## config.mk

```make
export PLATFORM = sky130hd
export DESIGN_NAME = spi_slave_link_engine
export DESIGN_NICKNAME = d
export VERILOG_FILES = /design/src/rtl/core/sslk_pkg.sv /design/src/rtl/core/spi_slave_link_engine.sv /design/src/rtl/core/sslk_ram.sv /design/src/rtl/core/sslk_fifo.sv /design/src/rtl/core/sslk_ctrl.sv
export VERILOG_INCLUDE_DIRS = /design/src /design/src/rtl/core
export SDC_FILE = /design/constraint.sdc
export NUM_CORES = 1
export LEC_CHECK = 0
export BUFFER_PORTS_ARGS = -buffer_cell sky130_fd_sc_hd__clkbuf_2
export CAP_MARGIN = 20
export CORE_MARGIN = 8
export CORE_UTILIZATION = 29
export DETAILED_ROUTE_END_ITERATION = 8
export GPL_TIMING_DRIVEN = 0
export PLACE_DENSITY_LB_ADDON = 0.3
export SKIP_CTS_REPAIR_TIMING = 1
export SYNTH_ARGS = -nofsm -noshare
export SYNTH_HDL_FRONTEND = slang
export SYNTH_SLANG_ARGS = --single-unit
```

## constraint.sdc

```tcl
create_clock -name clk -period 8.35 [get_ports clk]
set_input_delay 0.835 -clock clk [delete_from_list [all_inputs] [get_ports clk]]
set_output_delay 0.835 -clock clk [all_outputs]
set_load 0.03 [all_outputs]
```

## src/rtl/core/assert_macros.svh

```systemverilog
// Assertion macros shared by the SPI slave link RTL
`ifndef ASSERT_MACROS_SVH
`define ASSERT_MACROS_SVH

// Checked on every clock edge outside reset
`define SSLK_ASSERT(name, prop, msg) \
    name: assert property (@(posedge clk) disable iff (!rst_n) prop) \
        else $error(msg);

// Checked on every clock edge, reset included
`define SSLK_ASSERT_ALWAYS(name, prop, msg) \
    name: assert property (@(posedge clk) prop) \
        else $error(msg);

`endif

```

## src/rtl/core/sslk_pkg.sv

```systemverilog
// Types, codes and helper functions for the SPI slave link engine
`default_nettype none

package sslk_pkg;

    // Item kinds carried in the input tuser field
    typedef enum logic [1:0] {
        CMD_FRAME = 2'd0,
        CMD_TICK  = 2'd1,
        CMD_SEND  = 2'd2,
        CMD_POP   = 2'd3
    } cmd_t;

    // Configuration register indexes
    localparam logic [1:0] CFG_BLOCK   = 2'd0;
    localparam logic [1:0] CFG_UNBLOCK = 2'd1;
    localparam logic [1:0] CFG_KEYWORD = 2'd2;

    localparam logic [7:0] BLOCK_RST   = 8'd1;
    localparam logic [7:0] UNBLOCK_RST = 8'd2;
    localparam logic [7:0] KEYWORD_RST = 8'd3;

    localparam int IN_DATA_W  = 56;
    localparam int OUT_DATA_W = 32;
    localparam int QCOUNT_W   = 5;

    // Send engine phases
    typedef enum logic [2:0] {
        PH_IDLE  = 3'd0,
        PH_WAIT  = 3'd1,
        PH_KEY   = 3'd2,
        PH_INSTR = 3'd3,
        PH_LO    = 3'd4,
        PH_HI    = 3'd5
    } phase_t;

    typedef struct packed {
        cmd_t        cmd;
        logic [7:0]  rx_byte;
        logic        select_high;
        logic [7:0]  send_instr;
        logic [15:0] send_data;
        logic [15:0] send_timeout;
    } item_t;

    // Result fields produced by the control logic
    typedef struct packed {
        logic       tx_load;
        logic [7:0] tx_byte;
        logic       irq_active;
        logic       send_busy;
        logic       pop_valid;
        logic       push_dropped;
    } ctrl_res_t;

    // Requests from control to the FIFO
    typedef struct packed {
        logic push;
        logic pop;
    } fifo_req_t;

    typedef struct packed {
        logic full;
        logic empty;
    } fifo_stat_t;

    typedef struct packed {
        phase_t     phase;
        logic       load;
        logic [7:0] data;
    } adv_t;

    // One completed frame in an active send phase
    function automatic adv_t sslk_advance(input phase_t phase, input logic ignoring,
                                          input logic [7:0] keyword,
                                          input logic [7:0] instr,
                                          input logic [15:0] data);
        adv_t r;
        r.phase = phase;
        r.load  = 1'b0;
        r.data  = 8'd0;
        unique case (phase)
            PH_KEY:
            begin
                r.load = 1'b1;
                if (ignoring)
                begin
                    r.data = keyword;
                end
                else
                begin
                    r.data  = instr;
                    r.phase = PH_INSTR;
                end
            end
            PH_INSTR:
            begin
                r.load  = 1'b1;
                r.data  = data[7:0];
                r.phase = PH_LO;
            end
            PH_LO:
            begin
                r.load  = 1'b1;
                r.data  = data[15:8];
                r.phase = PH_HI;
            end
            PH_HI:
            begin
                r.phase = PH_IDLE;
            end
            default:
            begin
                r.phase = phase;
            end
        endcase
        return r;
    endfunction

endpackage

`default_nettype wire

```

## src/rtl/core/spi_slave_link_engine.sv

```systemverilog
// Top level: SPI slave link engine with input and result registers
// Each accepted request passes through the input register and then the result register.
// One request per cycle unless results stall; every request yields exactly one result.
// The critical path is the 32-bit elapsed-tick subtract and timeout compare.
// Reset (rst_n low, asynchronous) clears pointers, counters, flags and the send phase.
// FIFO storage is not cleared; the configuration registers return to 1, 2 and 3.
`default_nettype none
`include "assert_macros.svh"

module spi_slave_link_engine #(
    parameter int FIFO_DEPTH = 16
) (
    input  wire logic        clk,
    input  wire logic        rst_n,
    // configuration write port
    input  wire logic        cfg_we,
    input  wire logic [1:0]  cfg_index,
    input  wire logic [7:0]  cfg_wdata,
    // request stream
    input  wire logic        s_axis_tvalid,
    output logic             s_axis_tready,
    // rx_byte[7:0], select_high[8], send_instr[16:9], send_data[32:17],
    // send_timeout[48:33], zero fill[55:49]
    input  wire logic [55:0] s_axis_tdata,
    // cmd[1:0]
    input  wire logic [1:0]  s_axis_tuser,
    // result stream
    output logic             m_axis_tvalid,
    input  wire logic        m_axis_tready,
    // tx_load[0], tx_byte[8:1], irq_active[9], send_busy[10], pop_valid[11],
    // pop_byte[19:12], queued_count[24:20], push_dropped[25], zero fill[31:26]
    output logic [31:0]      m_axis_tdata
);
    import sslk_pkg::*;

    localparam int CNT_W = $clog2(FIFO_DEPTH + 1);

    logic                   in_valid_reg;
    item_t                  in_item_reg;
    logic                   out_valid_reg;
    logic [OUT_DATA_W-1:0]  out_data_reg, out_data_next;
    logic                   advance;
    fifo_req_t              freq;
    fifo_stat_t             fstat;
    ctrl_res_t              cres;
    logic [CNT_W-1:0]       count_next;
    logic [7:0]             pop_data;
    logic [CNT_W+QCOUNT_W-1:0] count_ext;
    logic [QCOUNT_W-1:0]    queued_count;

    // Item moves to the result register when that register is free or drained
    assign advance       = in_valid_reg && (!out_valid_reg || m_axis_tready);
    assign s_axis_tready = !in_valid_reg || advance;

    always_ff @(posedge clk or negedge rst_n)
    begin
        if (!rst_n)
        begin
            in_valid_reg  <= 1'b0;
            out_valid_reg <= 1'b0;
        end
        else
        begin
            if (s_axis_tready)
            begin
                in_valid_reg <= s_axis_tvalid;
            end
            if (advance)
            begin
                out_valid_reg <= 1'b1;
            end
            else if (m_axis_tready)
            begin
                out_valid_reg <= 1'b0;
            end
        end
    end

    // Input register payload
    always_ff @(posedge clk)
    begin
        if (s_axis_tready && s_axis_tvalid)
        begin
            in_item_reg.cmd          <= cmd_t'(s_axis_tuser);
            in_item_reg.rx_byte      <= s_axis_tdata[7:0];
            in_item_reg.select_high  <= s_axis_tdata[8];
            in_item_reg.send_instr   <= s_axis_tdata[16:9];
            in_item_reg.send_data    <= s_axis_tdata[32:17];
            in_item_reg.send_timeout <= s_axis_tdata[48:33];
        end
    end

    sslk_ctrl u_ctrl (
        .clk       (clk),
        .rst_n     (rst_n),
        .cfg_we    (cfg_we),
        .cfg_index (cfg_index),
        .cfg_wdata (cfg_wdata),
        .step      (advance),
        .item      (in_item_reg),
        .fstat     (fstat),
        .freq      (freq),
        .res       (cres)
    );

    sslk_fifo #(
        .DEPTH (FIFO_DEPTH)
    ) u_fifo (
        .clk        (clk),
        .rst_n      (rst_n),
        .step       (advance),
        .req        (freq),
        .wr_data    (in_item_reg.rx_byte),
        .stat       (fstat),
        .count_next (count_next),
        .rd_data    (pop_data)
    );

    // Result packing
    assign count_ext    = {{QCOUNT_W{1'b0}}, count_next};
    assign queued_count = count_ext[QCOUNT_W-1:0];

    always_comb
    begin
        out_data_next        = '0;
        out_data_next[0]     = cres.tx_load;
        out_data_next[8:1]   = cres.tx_byte;
        out_data_next[9]     = cres.irq_active;
        out_data_next[10]    = cres.send_busy;
        out_data_next[11]    = cres.pop_valid;
        out_data_next[19:12] = cres.pop_valid ? pop_data : 8'd0;
        out_data_next[24:20] = queued_count;
        out_data_next[25]    = cres.push_dropped;
    end

    always_ff @(posedge clk)
    begin
        if (advance)
        begin
            out_data_reg <= out_data_next;
        end
    end

    assign m_axis_tvalid = out_valid_reg;
    assign m_axis_tdata  = out_data_reg;

    `SSLK_ASSERT(a_item_held, in_valid_reg && !advance |=> in_valid_reg,
                 "stalled request dropped from input register")

endmodule

`default_nettype wire

```

## src/rtl/core/sslk_ram.sv

```systemverilog
// Generic single-write, single-read RAM with registered read data
`default_nettype none

module sslk_ram #(
    parameter int WIDTH = 8,
    parameter int DEPTH = 16
) (
    input  wire logic                     clk,
    input  wire logic                     we,
    input  wire logic [$clog2(DEPTH)-1:0] waddr,
    input  wire logic [WIDTH-1:0]         wdata,
    input  wire logic [$clog2(DEPTH)-1:0] raddr,
    output logic      [WIDTH-1:0]         rdata
);

    logic [WIDTH-1:0] mem [DEPTH];
    logic [WIDTH-1:0] rdata_reg;

    // Read-first: a read of the address being written returns the old word
    always_ff @(posedge clk)
    begin
        if (we)
        begin
            mem[waddr] <= wdata;
        end
        rdata_reg <= mem[raddr];
    end

    assign rdata = rdata_reg;

endmodule

`default_nettype wire

```

## src/rtl/core/sslk_fifo.sv

```systemverilog
// Receive FIFO: pointers, fill count, storage RAM and read bypass
`default_nettype none
`include "assert_macros.svh"

module sslk_fifo #(
    parameter int DEPTH = 16
) (
    input  wire logic                       clk,
    input  wire logic                       rst_n,
    input  wire logic                       step,
    input  wire sslk_pkg::fifo_req_t        req,
    input  wire logic [7:0]                 wr_data,
    output sslk_pkg::fifo_stat_t            stat,
    output logic      [$clog2(DEPTH+1)-1:0] count_next,
    output logic      [7:0]                 rd_data
);
    import sslk_pkg::*;

    localparam int PTR_W = $clog2(DEPTH);
    localparam int CNT_W = $clog2(DEPTH + 1);

    logic [PTR_W-1:0] rd_ptr_reg, rd_ptr_next;
    logic [PTR_W-1:0] wr_ptr_reg, wr_ptr_next;
    logic [CNT_W-1:0] count_reg;
    logic             do_push, do_pop;
    logic             byp_reg, byp_next;
    logic [7:0]       byp_data_reg;
    logic [7:0]       ram_rdata;

    assign stat.full  = (count_reg == CNT_W'(DEPTH));
    assign stat.empty = (count_reg == '0);

    assign do_push = step && req.push && !stat.full;
    assign do_pop  = step && req.pop && !stat.empty;

    // Pointers wrap at the full depth
    always_comb
    begin
        wr_ptr_next = wr_ptr_reg;
        rd_ptr_next = rd_ptr_reg;
        count_next  = count_reg;
        if (do_push)
        begin
            wr_ptr_next = (wr_ptr_reg == PTR_W'(DEPTH - 1)) ? '0 : wr_ptr_reg + 1'b1;
        end
        if (do_pop)
        begin
            rd_ptr_next = (rd_ptr_reg == PTR_W'(DEPTH - 1)) ? '0 : rd_ptr_reg + 1'b1;
        end
        if (do_push && !do_pop)
        begin
            count_next = count_reg + 1'b1;
        end
        else if (do_pop && !do_push)
        begin
            count_next = count_reg - 1'b1;
        end
    end

    always_ff @(posedge clk or negedge rst_n)
    begin
        if (!rst_n)
        begin
            rd_ptr_reg <= '0;
            wr_ptr_reg <= '0;
            count_reg  <= '0;
            byp_reg    <= 1'b0;
        end
        else
        begin
            rd_ptr_reg <= rd_ptr_next;
            wr_ptr_reg <= wr_ptr_next;
            count_reg  <= count_next;
            byp_reg    <= byp_next;
        end
    end

    // Head entry is prefetched; a write to it in the same cycle is bypassed
    assign byp_next = do_push && (wr_ptr_reg == rd_ptr_next);

    always_ff @(posedge clk)
    begin
        byp_data_reg <= wr_data;
    end

    sslk_ram #(
        .WIDTH (8),
        .DEPTH (DEPTH)
    ) u_ram (
        .clk   (clk),
        .we    (do_push),
        .waddr (wr_ptr_reg),
        .wdata (wr_data),
        .raddr (rd_ptr_next),
        .rdata (ram_rdata)
    );

    assign rd_data = byp_reg ? byp_data_reg : ram_rdata;

    `SSLK_ASSERT(a_count_range, count_reg <= CNT_W'(DEPTH), "fifo count beyond depth")
    `SSLK_ASSERT(a_count_push, do_push && !do_pop |=> count_reg == $past(count_reg) + 1'b1,
                 "fifo count did not follow push")

endmodule

`default_nettype wire

```

## src/rtl/core/sslk_ctrl.sv

```systemverilog
// Frame decode, block flag, tick counter and send engine state machine
`default_nettype none
`include "assert_macros.svh"

module sslk_ctrl (
    input  wire logic                 clk,
    input  wire logic                 rst_n,
    input  wire logic                 cfg_we,
    input  wire logic [1:0]           cfg_index,
    input  wire logic [7:0]           cfg_wdata,
    input  wire logic                 step,
    input  wire sslk_pkg::item_t      item,
    input  wire sslk_pkg::fifo_stat_t fstat,
    output sslk_pkg::fifo_req_t       freq,
    output sslk_pkg::ctrl_res_t       res
);
    import sslk_pkg::*;

    phase_t      phase_reg, phase_next;
    logic        ign_reg, ign_next;
    logic        blocked_reg, blocked_next;
    logic [31:0] tick_reg, tick_next;
    logic [31:0] start_reg, start_next;
    logic [7:0]  instr_reg, instr_next;
    logic [15:0] data_reg, data_next;
    logic [15:0] tmo_reg, tmo_next;
    logic [7:0]  block_code_reg, unblock_code_reg, keyword_code_reg;
    logic        active;
    logic        active_end;
    logic [31:0] elapsed;
    adv_t        adv;

    // Configuration registers
    always_ff @(posedge clk or negedge rst_n)
    begin
        if (!rst_n)
        begin
            block_code_reg   <= BLOCK_RST;
            unblock_code_reg <= UNBLOCK_RST;
            keyword_code_reg <= KEYWORD_RST;
        end
        else if (cfg_we)
        begin
            unique case (cfg_index)
                CFG_BLOCK:   block_code_reg   <= cfg_wdata;
                CFG_UNBLOCK: unblock_code_reg <= cfg_wdata;
                CFG_KEYWORD: keyword_code_reg <= cfg_wdata;
                default:     ;
            endcase
        end
    end

    // State registers
    always_ff @(posedge clk or negedge rst_n)
    begin
        if (!rst_n)
        begin
            phase_reg   <= PH_IDLE;
            ign_reg     <= 1'b0;
            blocked_reg <= 1'b0;
            tick_reg    <= '0;
            start_reg   <= '0;
            instr_reg   <= '0;
            data_reg    <= '0;
            tmo_reg     <= '0;
        end
        else
        begin
            phase_reg   <= phase_next;
            ign_reg     <= ign_next;
            blocked_reg <= blocked_next;
            tick_reg    <= tick_next;
            start_reg   <= start_next;
            instr_reg   <= instr_next;
            data_reg    <= data_next;
            tmo_reg     <= tmo_next;
        end
    end

    assign active = (phase_reg == PH_KEY) || (phase_reg == PH_INSTR) ||
                    (phase_reg == PH_LO) || (phase_reg == PH_HI);

    // Next state and result for the item in flight
    always_comb
    begin
        phase_next   = phase_reg;
        ign_next     = ign_reg;
        blocked_next = blocked_reg;
        tick_next    = tick_reg;
        start_next   = start_reg;
        instr_next   = instr_reg;
        data_next    = data_reg;
        tmo_next     = tmo_reg;
        freq         = '0;
        res          = '0;
        adv          = '0;
        active_end   = 1'b0;
        elapsed      = '0;

        if (step)
        begin
            unique case (item.cmd)
                CMD_FRAME:
                begin
                    if (item.select_high)
                    begin
                        ign_next = (item.rx_byte != 8'd0) && !blocked_reg && active;
                        if (active)
                        begin
                            adv = sslk_advance(phase_reg, ign_next, keyword_code_reg,
                                               instr_reg, data_reg);
                            phase_next  = adv.phase;
                            res.tx_load = adv.load;
                            res.tx_byte = adv.data;
                        end
                        else if (item.rx_byte == unblock_code_reg)
                        begin
                            blocked_next = 1'b0;
                        end
                        else
                        begin
                            if (item.rx_byte == block_code_reg)
                            begin
                                blocked_next = 1'b1;
                            end
                            freq.push        = 1'b1;
                            res.push_dropped = fstat.full;
                            res.tx_load      = 1'b1;
                            res.tx_byte      = 8'd0;
                        end
                    end
                end
                CMD_TICK:
                begin
                    tick_next = tick_reg + 32'd1;
                end
                CMD_SEND:
                begin
                    if (phase_reg == PH_IDLE)
                    begin
                        instr_next = item.send_instr;
                        data_next  = item.send_data;
                        tmo_next   = item.send_timeout;
                        start_next = tick_reg;
                        phase_next = PH_WAIT;
                    end
                end
                CMD_POP:
                begin
                    freq.pop      = 1'b1;
                    res.pop_valid = !fstat.empty;
                end
            endcase

            // Waiting send starts once select is high and the link is free
            if (phase_next == PH_WAIT && item.select_high && !blocked_next)
            begin
                phase_next  = PH_KEY;
                res.tx_load = 1'b1;
                res.tx_byte = keyword_code_reg;
            end

            // Timeout: phases run through, data high last; ignored keyword holds
            active_end = (phase_next == PH_KEY) || (phase_next == PH_INSTR) ||
                         (phase_next == PH_LO) || (phase_next == PH_HI);
            elapsed    = tick_next - start_next;
            if (active_end && (elapsed > {16'd0, tmo_next}))
            begin
                if (phase_next == PH_HI)
                begin
                    phase_next = PH_IDLE;
                end
                else if (!(phase_next == PH_KEY && ign_next))
                begin
                    phase_next  = PH_IDLE;
                    res.tx_load = 1'b1;
                    res.tx_byte = data_next[15:8];
                end
            end
        end

        res.irq_active = (phase_next == PH_KEY) || (phase_next == PH_INSTR) ||
                         (phase_next == PH_LO) || (phase_next == PH_HI);
        res.send_busy  = (phase_next != PH_IDLE);
    end

    `SSLK_ASSERT(a_send_takes, step && item.cmd == CMD_SEND && phase_reg == PH_IDLE
                 |=> phase_reg != PH_IDLE, "send request from idle was lost")

endmodule

`default_nettype wire

```

==> results.toml, run 1 <==
[run_status]
run_status = "complete, no violations"

[timing]
skew_ps = 37.13
rsz0062_at_grt = "no"
setup_viol = 0
fin_crit_ps = 7844
slew_violations = 0
fin_crit_sh_pct = 93.94
slew_headroom_pct = 28.20
clock.fmax_ghz = 0.1275
hold_viol = 0
worstMarginPinSlew_ps = 1077

[clocking]
clkLatencyLatePin_ps = 580
htreeDepth = 2
cts_tree = "yes"
cts_buffers = 42
cts-root-buf = "clkbuf_16"
path_clk_slew_ps = 50
cts_sinks = 370
cts.path.max_buffers = 3

[setup_path]
cp-start-kind = "register"
cp-end-kind = "register"
reg2reg_to = "m_axis_tdata[8]"
reg2reg_from = "in_item_reg[50]"
rr_worst_depth = 24
critPathArrivalTime_ps = 8210
crit_fanout = 10
r2r_setup_slack_ps = 510
critical_path_class = "register to register"
crit_required_ps = 8720

[routing]
drc = 0
viasPerCell = 4.868
wirelength_mm = 47.43
wl_per_cell_um = 18.14
first_iter_violations = 705
vias = 12730
final_antenna_net_count = 0
drt-pass1-iter-count = 5

[yosys]
synth_top_family_by_area = "simple AND/OR/NAND/NOR gates"
synth_area_um2 = 18580
synth_compound_area_share_pct = 9.644
synth_area_leaders = "edfxtp_1, dfrtp_1, mux2_2"
synth.top_cell.area_share_pct = 33.14
ys_types = 93
synthMuxAreaShare_pct = 10.05
synthArstFlopShare_pct = 40.27
avgSynthCellArea_um2 = 11.69
synth_largest_area_cell = "edfxtp_1"
synthAdderAreaFrac_pct = 3.798
synth-xor-area-share_pct = 5.691
synth_simple_gate_area_share_pct = 12.99
synth-seq-cells = 370
synth-seq-area-share_pct = 54.96
netlist_instances = 1589
ys_warn_count = 0
synth_flop_cell = "edfxtp_1"
synth_edf_count = 205

[run]
max_cap_violations = 0

[final_layout]
multi_input_area_um2 = 7878
seq_area_um2 = 10210
drive_above_1_share_pct = 18.43
area_growth_pct = 16.13
layout_common_cells = "nand2_1, edfxtp_1, dfrtp_1"
final_cell_count_no_fill = 2615
n_antenna_cell = 0
nets = 1863
final_core_util_pct = 34.14
final_common_cell = "nand2_1"
largest_reg_flops = 128
fillers = 6292

[pwr]
vdd_ir_drop_max_uv = 180.1
powerDensity_nw_per_um2 = 320.8
p_leak_nw = 8.773

[floorplan]
row_count = 92
die_area_um2 = 72420
io_pins = 107
core_um2 = 63200
fp.dieW_um = 269.1
start_util_pct = 29.40
die_h_um = 269.1

[grt]
grt_max_degree = 76
grt_pass1_wl_mm = 75.32
grt_use_total_pct = 12.73
antenna_found_initial = 0
overflow = 0
grt_pass1_vias = 13100

[placement]
port_buffers = 93
place_congestion = 0.8417
dp.cells = 2537
place_hpwl_mm = 34.02

[worst_hold_path]
hold_class = "input pin to async pin"
[worst max-delay path by stage]
stage | startpoint | end | slack [ps]
final | in_item_reg[50] | m_axis_tdata[8] | 510
after global routing | in_item_reg[50] | m_axis_tdata[2] | 50
after CTS | in_item_reg[50] | m_axis_tdata[8] | -590
after detailed placement | in_item_reg[50] | m_axis_tdata[8] | -490
after global placement | in_item_reg[50] | m_axis_tdata[1] | -400
after floorplan | u_ctrl.phase_reg[2] | m_axis_tdata[1] | 2030
[cells in the mapped netlist, types with 9 or more instances]
cell / n
a21o_1: 17
clkbuf_1: 58
nand4_1: 25
mux2i_1: 74
nor3_1: 19
xnor2_1: 66
dfrtp_1: 145
a21oi_1: 71
nand3_1: 66
ha_1: 54
o21ai_0: 42
buf_4: 14
nor4_1: 9
and2_1: 16
o22ai_1: 9
a31oi_1: 12
and3_1: 31
a311oi_1: 24
dfxtp_1: 16
nor2_1: 58
nand2b_1: 11
mux2_2: 100
inv_1: 26
buf_1: 16
xor2_1: 51
edfxtp_1: 205
a22oi_1: 12
nand2_1: 209
[report_power, final]
part | total, W | internal, W | switching (W)
Clock | 0.00179 | 0.00102 | 0.000762
Combinational | 0.00275 | 0.00110 | 0.00165
Sequential | 0.00238 | 0.00221 | 0.000168
[metrics by stage]
step | cell area, µm² | worst slack [ps] | setup TNS [ps] | power (W) | hold WS, ps
after detailed placement | 20200 | -493.4 | -5031 | 0.005132 | 465.1
after floorplan | 18600 | 2027 | 0 | 0.004324 | 455.5
after global routing | 21570 | 48.35 | 0 | 0.007366 | 338.6
after CTS | 21550 | -592.6 | -6105 | 0.006967 | 306.5
after global placement | 20120 | -404.5 | -3629 | 0.005093 | 463.4
final | 21570 | 506.1 | 0 | 0.006920 | 311.1
[logic make-up after synthesis]
family	after synthesis
buf+inv	123
compound gates	262
mux	174
other cells	1
xor+xnor	119
fa+ha+maj	56
flops	370
simple gates	484
[critical path, stage by stage (launching register included)]
cell	delay, ps
edfxtp_1	590
or4b_1	600
nor2_4	270
clkbuf_2	350
clkbuf_4	350
mux2i_1	280
inv_1	90
fa_1	460
nor2b_1	160
o31ai_1	110
a21oi_1	370
nand4_1	320
a21oi_2	350
nor2_1	110
xnor2_2	180
ha_1	340
nand4_1	140
o31ai_1	650
nand4_1	160
a2111o_1	330
a2111oi_2	390
nand4_2	310
o21ai_2	240
buf_6	180
mux2i_1	290
[layout make-up]
class	instances	area share [%]
well taps	846	4.906
clock buffers	64	5.695
plain buffers	95	2.007
clock inverters	14	0.5567
multi-input cells	1101	36.51
flip-flops and latches	370	47.32
inverters	28	0.4872
repair buffers	97	2.511
[per-layer routing]
metal,part of all wire [%],GRT usage (%),vias to the layer above
li1,-,-,6123
met2,44,19.48,303
met5,0,0,-
met1,49,18.10,6237
met3,4.9,2.408,68
met4,2.5,3.831,0
(Power assumes the default switching activity.)
==> run 2: changes to the inputs <==
==> constraint.sdc (replaced) <==
create_clock -name clk -period 8.35 [get_ports clk]
set_input_delay 0.4175 -clock clk [delete_from_list [all_inputs] [get_ports clk]]
set_output_delay 0.4175 -clock clk [all_outputs]
set_load 0.03 [all_outputs]
==> run 2 against run 1 <==
Against the previous run: sequential power is essentially flat; clock skew is essentially flat; cell area is essentially flat; register-to-register slack lost 30 ps; largest cell class unchanged; highest routed layer unchanged; combinational power is essentially flat; clock power is essentially flat; global-route usage is the same; largest power group unchanged; final cell count is essentially flat; die area is the same; clock-buffer cell count is the same; non-clock buffer count grew 1; setup slack lost 29 ps.
==> results.toml, run 2 (synthesis results as in run 1) <==
[run_status]
run_status = "complete, no violations"

[setup_path]
worstPathCellList = "or4b_1 > nor2_4 > clkbuf_2 > clkbuf_4 > mux2i_1 > inv_1 > fa_1 > nor2b_1 > o31ai_1 > a21oi_1 > nand4_1 > a21oi_2 > nor2_1 > xnor2_2 > ha_1 > nand4_1 > o31ai_1 > nand4_1 > a2111o_1 > a2111oi_2 > nand4_2 > o21ai_2 > buf_6 > mux2i_1"
cpPeakStageDelay_ps = 650
crit_required_ps = 8710
cpLargestDelayFamily = "compound AO/OA/AOI/OAI gates"
critPathArrivalTime_ps = 8240
r2r_setup_slack_ps = 480
worst-path-buf-inv = 4
rr_worst_depth = 24
cp-end-kind = "register"
crit_fanout = 10
reg2reg_to = "m_axis_tdata[8]"
reg2reg_from = "in_item_reg[50]"
cp-start-kind = "register"
crit_path_frequent_cell = "nand4_1"
critical_path_class = "register to register"
slowest_stage = "o31ai_1"

[floorplan]
row_count = 92
core_um2 = 63200
start_util_pct = 29.40
die_h_um = 269.1
die_area_um2 = 72420
fp.dieW_um = 269.1
io_pins = 107

[final_layout]
multi_input_area_um2 = 7878
drive_above_1_share_pct = 18.42
nets = 1864
area_growth_pct = 16.18
layout_common_cells = "nand2_1, edfxtp_1, dfrtp_1"
stdcell_area_um2 = 21580
fillers = 6293
largest_reg_flops = 128
final_common_cell = "nand2_1"
n_antenna_cell = 0
seq_area_um2 = 10210
final_cell_count_no_fill = 2616

[grt]
grt_max_degree = 76
grt_pass1_vias = 13100
grt_use_total_pct = 12.73
antenna_found_initial = 0
grt_pass1_wl_mm = 75.32
overflow = 0

[clocking]
clkLatencyLatePin_ps = 580
htreeDepth = 2
path_clk_slew_ps = 60
cts-root-buf = "clkbuf_16"
cts.path.max_buffers = 3
cts_buffers = 42
cts_tree = "yes"
cts_sinks = 370

[timing]
worstMarginPinSlew_ps = 1076
slew_headroom_pct = 28.24
fin_crit_sh_pct = 94.29
clock.fmax_ghz = 0.1270
skew_ps = 37.08
hold_viol = 0
fin_crit_ps = 7873
slew_violations = 0
tns_ps = 0
rsz0062_at_grt = "no"
setup_viol = 0
setup_ws_ps = 476.8

[worst_hold_path]
hold_path_end = "in_item_reg[38]"
hold_class = "input pin to register"
min_path_cells = 1
hp-start = "s_axis_tdata[15]"

[routing]
drt-pass1-iter-count = 5
wirelength_mm = 47.54
wl_per_cell_um = 18.17
drc = 0
final_antenna_net_count = 0
vias = 12760
viasPerCell = 4.877
first_iter_violations = 696

[placement]
port_buffers = 93
place_hpwl_mm = 34.02
place_congestion = 0.8417
dp.cells = 2537
dp_slack_ps = -493.4
place_area_um2 = 20200

[run]
max_cap_violations = 0

[pwr]
p_leak_nw = 8.778
power_w = 0.006926
vdd_ir_drop_max_uv = 180.6
powerDensity_nw_per_um2 = 320.9
==> run 2: changes by cell type in the layout (fill, tap and decap cells not counted), sizes merged <==
cell	change
dlygate4sd3	+1
==> run 2: worst max path at each step <==
| stage | startpoint | slack [ps] | to | cells past startpoint |
|---|---|---|---|---|
| floorplan | u_ctrl.phase_reg[2] | 2030 | m_axis_tdata[1] | 25 |
| global placement | in_item_reg[50] | -400 | m_axis_tdata[1] | 22 |
| detailed placement | in_item_reg[50] | -490 | m_axis_tdata[8] | 22 |
| CTS | in_item_reg[50] | -590 | m_axis_tdata[8] | 22 |
| global route | in_item_reg[50] | 50 | m_axis_tdata[2] | 24 |
| finish | in_item_reg[50] | 480 | m_axis_tdata[8] | 24 |
==> run 2: layer usage <==
layer	wire (µm)	vias to the layer above	GRT usage [%]
li1	-	6124	-
met5	0	-	0
met2	20870	265	19.48
met3	2194	70	2.408
met4	1174	0	3.831
met1	23300	6298	18.10
==> run 2: where the power goes <==
| group | internal [W] | switching, W | total (W) |
|---|---|---|---|
| Sequential | 0.00221 | 0.000167 | 0.00238 |
| Combinational | 0.00110 | 0.00165 | 0.00276 |
| Clock | 0.00103 | 0.000763 | 0.00179 |
| Total | 0.00434 | 0.00258 | 0.00693 |
==> run 2: metrics by stage <==
stage          hold slack (ps)  util (%)
6_report                 18.89     34.16
3_3_place_gp             463.4     31.84
4_1_cts                 -111.0     34.10
3_5_place_dp             465.1     31.96
5_1_grt                  1.715     34.16
2_1_floorplan            121.9         -
==> run 2: area by class of cell <==
class                   instances  share of cell area, %
inverters                      28                 0.4869
repair buffers                 98                  2.556
clock inverters                14                 0.5565
plain buffers                  95                  2.006
clock buffers                  64                  5.692
well taps                     846                  4.904
multi-input cells            1101                  36.50
flip-flops and latches        370                  47.30
==> run 3: changes to the inputs <==
- CELL_PAD_IN_SITES_DETAIL_PLACEMENT: unset -> 0
- CELL_PAD_IN_SITES_GLOBAL_PLACEMENT: unset -> 2
- SKIP_CTS_REPAIR_TIMING: 1 -> unset
==> run 3 against run 2 <==
Against the previous run: die area is the same; critical path depth fell by 2; sequential share of layout area down 1.4 points; global-route usage grew 1.0 points; setup slack better by 2.8 ps; combinational power hardly changed; routed wire length grew 7.3%; sequential power is essentially flat; hold slack improved by 4.0 ps; maximum frequency is essentially flat; final cell count grew 1.8%; via count increased by 1.1%; critical endpoint is now m_axis_tdata[6].
==> results.toml, run 3 (synthesis results as in run 1) <==
[final_layout]
final_core_util_pct = 35.16
final_common_cell = "nand2_1"
layout_common_cells = "nand2_1, edfxtp_1, dfrtp_1"
n_antenna_cell = 0
fillers = 6238
largest_reg_flops = 128
nets = 1910
drive_above_1_share_pct = 18.44
area_growth_pct = 19.62

[setup_path]
critical_path_class = "register to register"
crit_fanout = 10
r2r_setup_slack_ps = 480
reg2reg_to = "m_axis_tdata[6]"
cp-start-kind = "register"
cpPeakStageDelay_ps = 600
worstPathCellList = "or4b_1 > nor2_4 > buf_2 > clkdlybuf4s15_2 > mux2i_1 > ha_1 > o21a_1 > o31a_1 > o31a_1 > a2111oi_2 > o31a_1 > xnor2_1 > ha_1 > nand4_1 > o31ai_1 > nand4_1 > a2111o_1 > a2111oi_2 > nand4_2 > o21ai_2 > buf_6 > mux2i_1"
critPathArrivalTime_ps = 8250
crit_path_frequent_cell = "o31a_1"
crit_required_ps = 8730
reg2reg_from = "in_item_reg[50]"
cp-end-kind = "register"
rr_worst_depth = 22
slowest_stage = "or4b_1"

[floorplan]
start_util_pct = 29.40
fp.dieW_um = 269.1
row_count = 92
die_area_um2 = 72420
io_pins = 107
core_um2 = 63200
die_h_um = 269.1

[routing]
final_antenna_net_count = 0
drt-pass1-iter-count = 5
wl_per_cell_um = 19.15
vias = 12900
wirelength_mm = 51.01
drc = 0
first_iter_violations = 799
viasPerCell = 4.845

[placement]
port_buffers = 93
place_hpwl_mm = 36.71
place_congestion = 0.8093
dp_slack_ps = -634.2

[clocking]
clkLatencyLatePin_ps = 580
cts_buffers = 43
path_clk_slew_ps = 60
cts_tree = "yes"
htreeDepth = 2
cts.path.max_buffers = 3
cts-root-buf = "clkbuf_16"
cts_sinks = 370

[timing]
clock.fmax_ghz = 0.1271
fin_crit_sh_pct = 94.26
rsz0062_at_grt = "no"
hold_viol = 0
skew_ps = 24.20
fin_crit_ps = 7870
setup_viol = 0
slew_headroom_pct = 24.64
worstMarginPinSlew_ps = 1130
setup_ws_ps = 479.6
slew_violations = 0

[pwr]
switching_power_w = 0.002648
powerDensity_nw_per_um2 = 323.8
vdd_ir_drop_max_uv = 179.5
p_leak_nw = 9.046
power_frac_comb_pct = 38.8
power_frac_clock_pct = 28.1
sw_frac_of_total_pct = 36.80
p_int_w = 0.004547
p_seq_share_pct = 33.1

[worst_hold_path]
hp-start = "s_axis_tdata[37]"
hold_path_end = "in_item_reg[4]"
min_path_cells = 1
hold_class = "input pin to register"

[run]
max_cap_violations = 0

[grt]
met1_usage_pct = 18.99
overflow = 0
grt_use_total_pct = 13.77
grt_pass1_vias = 13320
grt_max_degree = 86
top_usage_layer = "met2"
grt_pass1_wl_mm = 79.84
gr-usage-met2_pct = 22.57
met3_usage_pct = 2.248
antenna_found_initial = 2

[run_status]
run_status = "complete, no violations"
-- run 3: worst max-delay path by stage --
| stage | start | to | slack, ps | cells after the start |
|---|---|---|---|---|
| finish | in_item_reg[50] | m_axis_tdata[6] | 480 | 22 |
| global route | in_item_reg[50] | m_axis_tdata[6] | 30 | 27 |
| CTS | in_item_reg[50] | m_axis_tdata[6] | 140 | 27 |
| detailed placement | in_item_reg[50] | m_axis_tdata[8] | -630 | 25 |
| global placement | in_item_reg[50] | m_axis_tdata[7] | -730 | 25 |
| floorplan | u_ctrl.phase_reg[2] | m_axis_tdata[1] | 2030 | 25 |
-- run 3: worst max-delay path: cells and delay by family, from the launching register on --
| family | cells | cell delay, ps |
|---|---|---|
| AND/OR/NAND/NOR | 5 | 1550 |
| multiplexers | 2 | 560 |
| adder cells (fa/ha/maj) | 2 | 610 |
| AO/OA/AOI/OAI | 9 | 3030 |
| XOR/XNOR | 1 | 170 |
| buffers and inverters | 3 | 1130 |
| flip-flops | 1 | 580 |
-- run 3: final cells by class --
class / instances / area (µm²) / share of cell area, %
Buffer: 95 / 437.9 / 1.971
Clock buffer: 52 / 1151 / 5.180
Clock inverter: 28 / 374.1 / 1.683
Inverter: 28 / 105.1 / 0.4729
Multi-Input combinational cell: 1101 / 7874 / 35.43
Sequential cell: 370 / 10210 / 45.94
Tap cell: 846 / 1059 / 4.763
Timing Repair Buffer: 143 / 1012 / 4.555
-- run 3: stage by stage --
| step | instance area (µm²) | instances | hold slack [ps] | total power [W] | TNS, ps |
|---|---|---|---|---|---|
| floorplan | 18600 | 1594 | 121.9 | 0.004324 | 0 |
| global placement | 20120 | 2533 | 464.5 | 0.005180 | -8237 |
| detailed placement | 20220 | 2538 | 458.6 | 0.005200 | -7128 |
| CTS | 22200 | 2661 | 0.4466 | 0.007294 | 0 |
| global route | 22220 | 2663 | 0.9321 | 0.007673 | 0 |
| finish | 22220 | 2663 | 22.89 | 0.007196 | 0 |
-- run 3: timing repair --
item                       in CTS  in global routing
hold buffers                   43                  2
buffers inserted                0                  0
pin swaps                       0                  0
setup endpoints to repair      14                 11
hold endpoints to repair      103                  2
resized for setup               8                  4
-- run 3: power by group through the flow --
| stage | sequential [W] | clock (W) | combinational (W) |
|---|---|---|---|
| after floorplan | 0.00243 | 0 | 0.00189 |
| after global placement | 0.00241 | 0 | 0.00277 |
| after detailed placement | 0.00242 | 0 | 0.00278 |
| after CTS | 0.00238 | 0.00208 | 0.00283 |
| after global routing | 0.00241 | 0.00214 | 0.00312 |
| final | 0.00238 | 0.00202 | 0.00279 |
-- run 3: metal layers --
| layer | part of all wire, % | up-vias |
|---|---|---|
| met4 | 1.7 | 0 |
| li1 | - | 6204 |
| met1 | 48 | 6378 |
| met5 | 0 | - |
| met3 | 4.1 | 60 |
| met2 | 47 | 261 |
